--- src/rtl/hcs_pkg.sv ---
`default_nettype none
package hcs_pkg;

  // configuration port
  localparam int CFG_IDX_W  = 3;
  localparam int CFG_DATA_W = 20;

  localparam logic [CFG_IDX_W-1:0] REG_BASE_HEADING     = 3'd0;
  localparam logic [CFG_IDX_W-1:0] REG_DEADBAND         = 3'd1;
  localparam logic [CFG_IDX_W-1:0] REG_GAIN             = 3'd2;
  localparam logic [CFG_IDX_W-1:0] REG_MAX_CORRECTION   = 3'd3;
  localparam logic [CFG_IDX_W-1:0] REG_MIN_OUTPUT       = 3'd4;
  localparam logic [CFG_IDX_W-1:0] REG_SMOOTHING_FACTOR = 3'd5;

  // register values after reset
  localparam logic [11:0] RST_BASE_HEADING     = 12'd0;
  localparam logic [10:0] RST_DEADBAND         = 11'd100;
  localparam logic [19:0] RST_GAIN             = 20'd171799;
  localparam logic [15:0] RST_MAX_CORRECTION   = 16'd983;
  localparam logic [15:0] RST_MIN_OUTPUT       = 16'd3277;
  localparam logic [15:0] RST_SMOOTHING_FACTOR = 16'd2621;

  // heading wrap limits, tenths of a degree
  localparam logic signed [12:0] WRAP_HALF = 13'sd1800;
  localparam logic signed [12:0] WRAP_FULL = 13'sd3600;

  // full scale drive, q15
  localparam logic [16:0] Q15_ONE = 17'd32768;

  typedef struct packed {
    logic [11:0] measured_heading;
    logic [15:0] base_left;
    logic [15:0] base_right;
  } in_item_t;

  typedef struct packed {
    logic [15:0]        drive_left;
    logic [15:0]        drive_right;
    logic signed [11:0] hdg_err;
    logic               in_deadband;
  } out_item_t;

  typedef enum logic [2:0] {
    ST_IDLE,
    ST_CORR,
    ST_TGT,
    ST_SML,
    ST_SMR,
    ST_UPR,
    ST_FIN
  } state_t;

  typedef enum logic [1:0] {
    MUL_CORR,
    MUL_LEFT,
    MUL_RIGHT
  } mul_sel_t;

  typedef struct packed {
    logic     capture;
    logic     mul_en;
    mul_sel_t mul_sel;
    logic     tgt_en;
    logic     upd_left;
    logic     upd_right;
    logic     load_out;
  } cmd_t;

  typedef struct packed {
    logic in_db;
  } status_t;

endpackage
`default_nettype wire

--- src/rtl/hcs_ctrl.sv ---
`default_nettype none
module hcs_ctrl (
  input  wire logic            clk,
  input  wire logic            rst_n,
  input  wire logic            in_valid,
  output logic                 in_ready,
  output logic                 out_valid,
  input  wire logic            out_ready,
  input  wire hcs_pkg::status_t status,
  output hcs_pkg::cmd_t        cmd
);
  import hcs_pkg::*;

  state_t state_r, state_nxt;
  logic   out_valid_r, out_valid_nxt;
  logic   out_free;

  assign out_free  = !out_valid_r || out_ready;
  assign out_valid = out_valid_r;

  // state and output valid registers
  always_ff @(posedge clk) begin
    if (!rst_n) begin
      state_r     <= ST_IDLE;
      out_valid_r <= 1'b0;
    end else begin
      state_r     <= state_nxt;
      out_valid_r <= out_valid_nxt;
    end
  end

  // next state and commands
  always_comb begin
    state_nxt     = state_r;
    in_ready      = 1'b0;
    cmd           = '0;
    cmd.mul_sel   = MUL_CORR;
    out_valid_nxt = out_valid_r && !out_ready;
    case (state_r)
      ST_IDLE: begin
        in_ready = 1'b1;
        if (in_valid) begin
          cmd.capture = 1'b1;
          state_nxt   = ST_CORR;
        end
      end
      ST_CORR: begin
        if (status.in_db) begin
          state_nxt = ST_FIN;
        end else begin
          cmd.mul_en  = 1'b1;
          cmd.mul_sel = MUL_CORR;
          state_nxt   = ST_TGT;
        end
      end
      ST_TGT: begin
        cmd.tgt_en = 1'b1;
        state_nxt  = ST_SML;
      end
      ST_SML: begin
        cmd.mul_en  = 1'b1;
        cmd.mul_sel = MUL_LEFT;
        state_nxt   = ST_SMR;
      end
      ST_SMR: begin
        cmd.mul_en   = 1'b1;
        cmd.mul_sel  = MUL_RIGHT;
        cmd.upd_left = 1'b1;
        state_nxt    = ST_UPR;
      end
      ST_UPR: begin
        cmd.upd_right = 1'b1;
        state_nxt     = ST_FIN;
      end
      ST_FIN: begin
        if (out_free) begin
          cmd.load_out  = 1'b1;
          out_valid_nxt = 1'b1;
          state_nxt     = ST_IDLE;
        end
      end
      default: begin
        state_nxt = ST_IDLE;
      end
    endcase
  end

  // checks
  a_accept_starts: assert property (@(posedge clk) disable iff (!rst_n)
    (state_r == ST_IDLE && in_valid) |=> (state_r == ST_CORR))
    else $error("accepted word did not start processing");

  a_load_sets_valid: assert property (@(posedge clk) disable iff (!rst_n)
    cmd.load_out |=> out_valid_r)
    else $error("result load did not raise output valid");

  a_no_overwrite: assert property (@(posedge clk) disable iff (!rst_n)
    (out_valid_r && !out_ready) |-> !cmd.load_out)
    else $error("pending result overwritten");

  a_one_smooth_update: assert property (@(posedge clk) disable iff (!rst_n)
    cmd.upd_left |=> (cmd.upd_right && !cmd.upd_left))
    else $error("smoothing update sequence broken");

endmodule
`default_nettype wire

--- config.mk ---
export PLATFORM = sky130hd
export DESIGN_NAME = hcs_ctrl
export DESIGN_NICKNAME = d
export VERILOG_FILES = /design/src/rtl/hcs_pkg.sv /design/src/rtl/hcs_ctrl.sv
export SDC_FILE = /design/constraint.sdc
export NUM_CORES = 1
export LEC_CHECK = 0
export BUFFER_PORTS_ARGS = -buffer_cell sky130_fd_sc_hd__buf_2
export CAP_MARGIN = 10
export CORE_AREA = 2 2 39 41
export DETAILED_ROUTE_END_ITERATION = 7
export DIE_AREA = 0 0 41 43
export PLACE_DENSITY = 0.53
export SLEW_MARGIN = 0
export SYNTH_ARGS = -nofsm -noshare
export SYNTH_HDL_FRONTEND = slang
export SYNTH_SLANG_ARGS = --single-unit
export TNS_END_PERCENT = 30
--- constraint.sdc ---
create_clock -name clk -period 1.24 [get_ports clk]
set_input_delay 0.062 -clock clk [delete_from_list [all_inputs] [get_ports clk]]
set_output_delay 0.062 -clock clk [all_outputs]
set_load 0.02 [all_outputs]
==> impl_metrics.json <==
{
  "die_h_um": 43,
  "layout_min_cycle_time_ns": 1.16,
  "finClkSkew_ns": 0.00156,
  "crit_fanout": 10,
  "drt_wl_total_um": 602,
  "synth_cell_types": 20,
  "holdPathStages": 2,
  "rsz0062_at_grt": "no",
  "cts_hold_buf": 0,
  "max_slew_margin_pct": 81.8,
  "antenna_found_initial": 0,
  "layout-drive-gt1-share_pct": 57.1,
  "worst_skew_pair.late_latency_ns": 0.24,
  "power_mw": 0.462,
  "syn_nets": 39,
  "port_buffers": 14,
  "worstSetupPathType": "register to output pin",
  "run_status": "finished clean",
  "grt_pass1_wl_um": 952,
  "tightestPinTransition_ns": 0.273,
  "grt_pass1_vias": 238,
  "maxCapViolCount": 0,
  "grt_start_max_net_pins": 12,
  "setup_viol": 0,
  "cp.required_ns": 1.18,
  "pin_count": 15,
  "synth_area_per_cell_um2": 8.72,
  "crit_arrival_ns": 1.10,
  "die_width_um": 41,
  "hp-start": "rst_n",
  "synth_top_area_share_pct": 27.0,
  "stdcell_area_um2": 408,
  "area_delta_synth_final_pct": 37.6,
  "core_area_um2": 1380,
  "synth_area_leaders": "dfxtp_1, buf_6, nor3_2",
  "slew_violations": 0,
  "cts_buffers": 3,
  "rows": 14,
  "irDropWorstVdd_mv": 0.229,
  "r2r_slack_ns": 0.30,
  "vias": 267,
  "cp-start-kind": "register",
  "wl_per_cell_um": 9.26,
  "tns_ns": 0,
  "cts.sinks": 4,
  "gr-total-overflow": 0,
  "cts_root_buf": "clkbuf_4",
  "viasPerCell": 4.11,
  "critical_path.cell_chain": "nor2b_1, and2_1, buf_2",
  "ys_seq_area_share_pct": 27.0,
  "place.gp.congestion": 0.659,
  "ys_seq_elements": 4,
  "h-tree-depth": 1,
  "antenna_cells": 0,
  "crit_family": "flip-flops",
  "dr.pass1.iters": 2,
  "cts_tree": "built",
  "r2r_cells": 3,
  "layout_commonest_cell": "buf_2",
  "ant_nets": 0,
  "cp.depth": 3,
  "synth.largest_area_cell": "dfxtp_1",
  "yosysWarnings": 0,
  "drt_iter0_drc": 2,
  "cp-end-kind": "output pin",
  "grt_usage_pct": 8.43,
  "hold_class": "input port to register",
  "fin_util_pct": 29.5,
  "hold_end": "state_r[1]$_SDFFE_PN0P_",
  "leakage_nw": 0.203,
  "max_freq_ghz": 0.861,
  "cts_buffer_depth": 2,
  "worst-path-buf-inv": 1,
  "timing.rr.end": "state_r[2]$_SDFFE_PN0P_",
  "synthCells": 34,
  "dp.final_hpwl_um": 433,
  "dpl-instance-area_um2": 358,
  "crit_path_max_incr_delay_ns": 0.40,
  "powerDensity_nw_per_um2": 1130,
  "final_nets": 56,
  "r2r_start": "state_r[2]$_SDFFE_PN0P_",
  "finalHoldViolations": 0,
  "period_share_pct": 93.7,
  "path_clk_slew_ns": 0.04,
  "drc": 0,
  "slowest_stage": "dfxtp_4",
  "initial_core_util_pct": 21.4,
  "die_area_um2": 1760,
  "mappedNetlistArea_um2": 297
}
## worst register-to-register path, cell delays in order (launching register included)
cell	delay [ns]
dfxtp_4	0.36
buf_4	0.16
nor3_1	0.23
nor3_2	0.07
## worst max-delay path by stage
stage	start	end	slack [ns]
finish	state_r[0]$_SDFFE_PN0P_	cmd[1]	0.08
global route	state_r[0]$_SDFFE_PN0P_	cmd[1]	0.003
detailed placement	state_r[1]$_SDFFE_PN0P_	cmd[6]	0.16
global placement	state_r[1]$_SDFFE_PN0P_	cmd[6]	0.17
floorplan	state_r[2]$_SDFFE_PN0P_	cmd[6]	0.05
CTS	state_r[2]$_SDFFE_PN0P_	cmd[6]	0.006
## power breakdown
part | internal [mW] | switching [mW] | leakage [nW]
Combinational | 0.0602 | 0.0699 | 0.155
Clock | 0.108 | 0.0551 | 0.0138
Sequential | 0.140 | 0.0281 | 0.0348
## cells in the mapped netlist (all sizes together)
cell and n:
o211a 1, nor3b 1, o21bai 1, a21oi 2
nor2 3, nand3b 1, o21a 1, a2111oi 1
dfxtp 4, nor3 4, o21ai 2, nor2b 1
and2 2, buf 4, nand2 2, nand2b 2
inv 2
## stage by stage
stage               hold slack [ns]  cells  setup slack (ns)
floorplan                     0.180     34            0.0541
global placement              0.313     61             0.175
detailed placement            0.306     61             0.156
CTS                          0.0591     64           0.00600
global route                 0.0746     65           0.00258
finish                       0.0647     65            0.0786
## registers in the layout, indices dropped and copies added (netlist names)
| register | flops |
|---|---|
| out_valid | 1 |
| state_r | 3 |
## layer usage
layer  up-vias  part of all wire [%]  global-route usage (%)
li1        145                     -                       -
met3         0                   3.3                    1.57
met5         -                     0                       0
met2         5                    54                    11.3
met4         0                     0                    10.0
met1       117                    43                    9.62
## layout make-up
cell class,count,area [um2]
fillers,160,976
clock buffers,3,22.5
inverters,2,7.51
multi-input cells,24,179
flip-flops and latches,4,91.3
repair buffers,16,87.6
well taps,16,20.0
## cell families (layout without fill, tap and decap cells)
logic type	after synthesis	after routing	synth area share (%)
AND/OR/NAND/NOR	16	16	36.3
AO/OA/AOI/OAI	8	8	20.3
buffers and inverters	6	21	16.5
flip-flops	4	4	27.0
## repair_timing
item | 4_1_cts | 5_1_grt
pin swaps | 0 | 0
gates resized for setup | 4 | 4
cloned | 0 | 0
endpoints found under the setup margin | 5 | 3
buffers inserted | 0 | 1
Note: power is estimated with default switching activity, not from simulation.
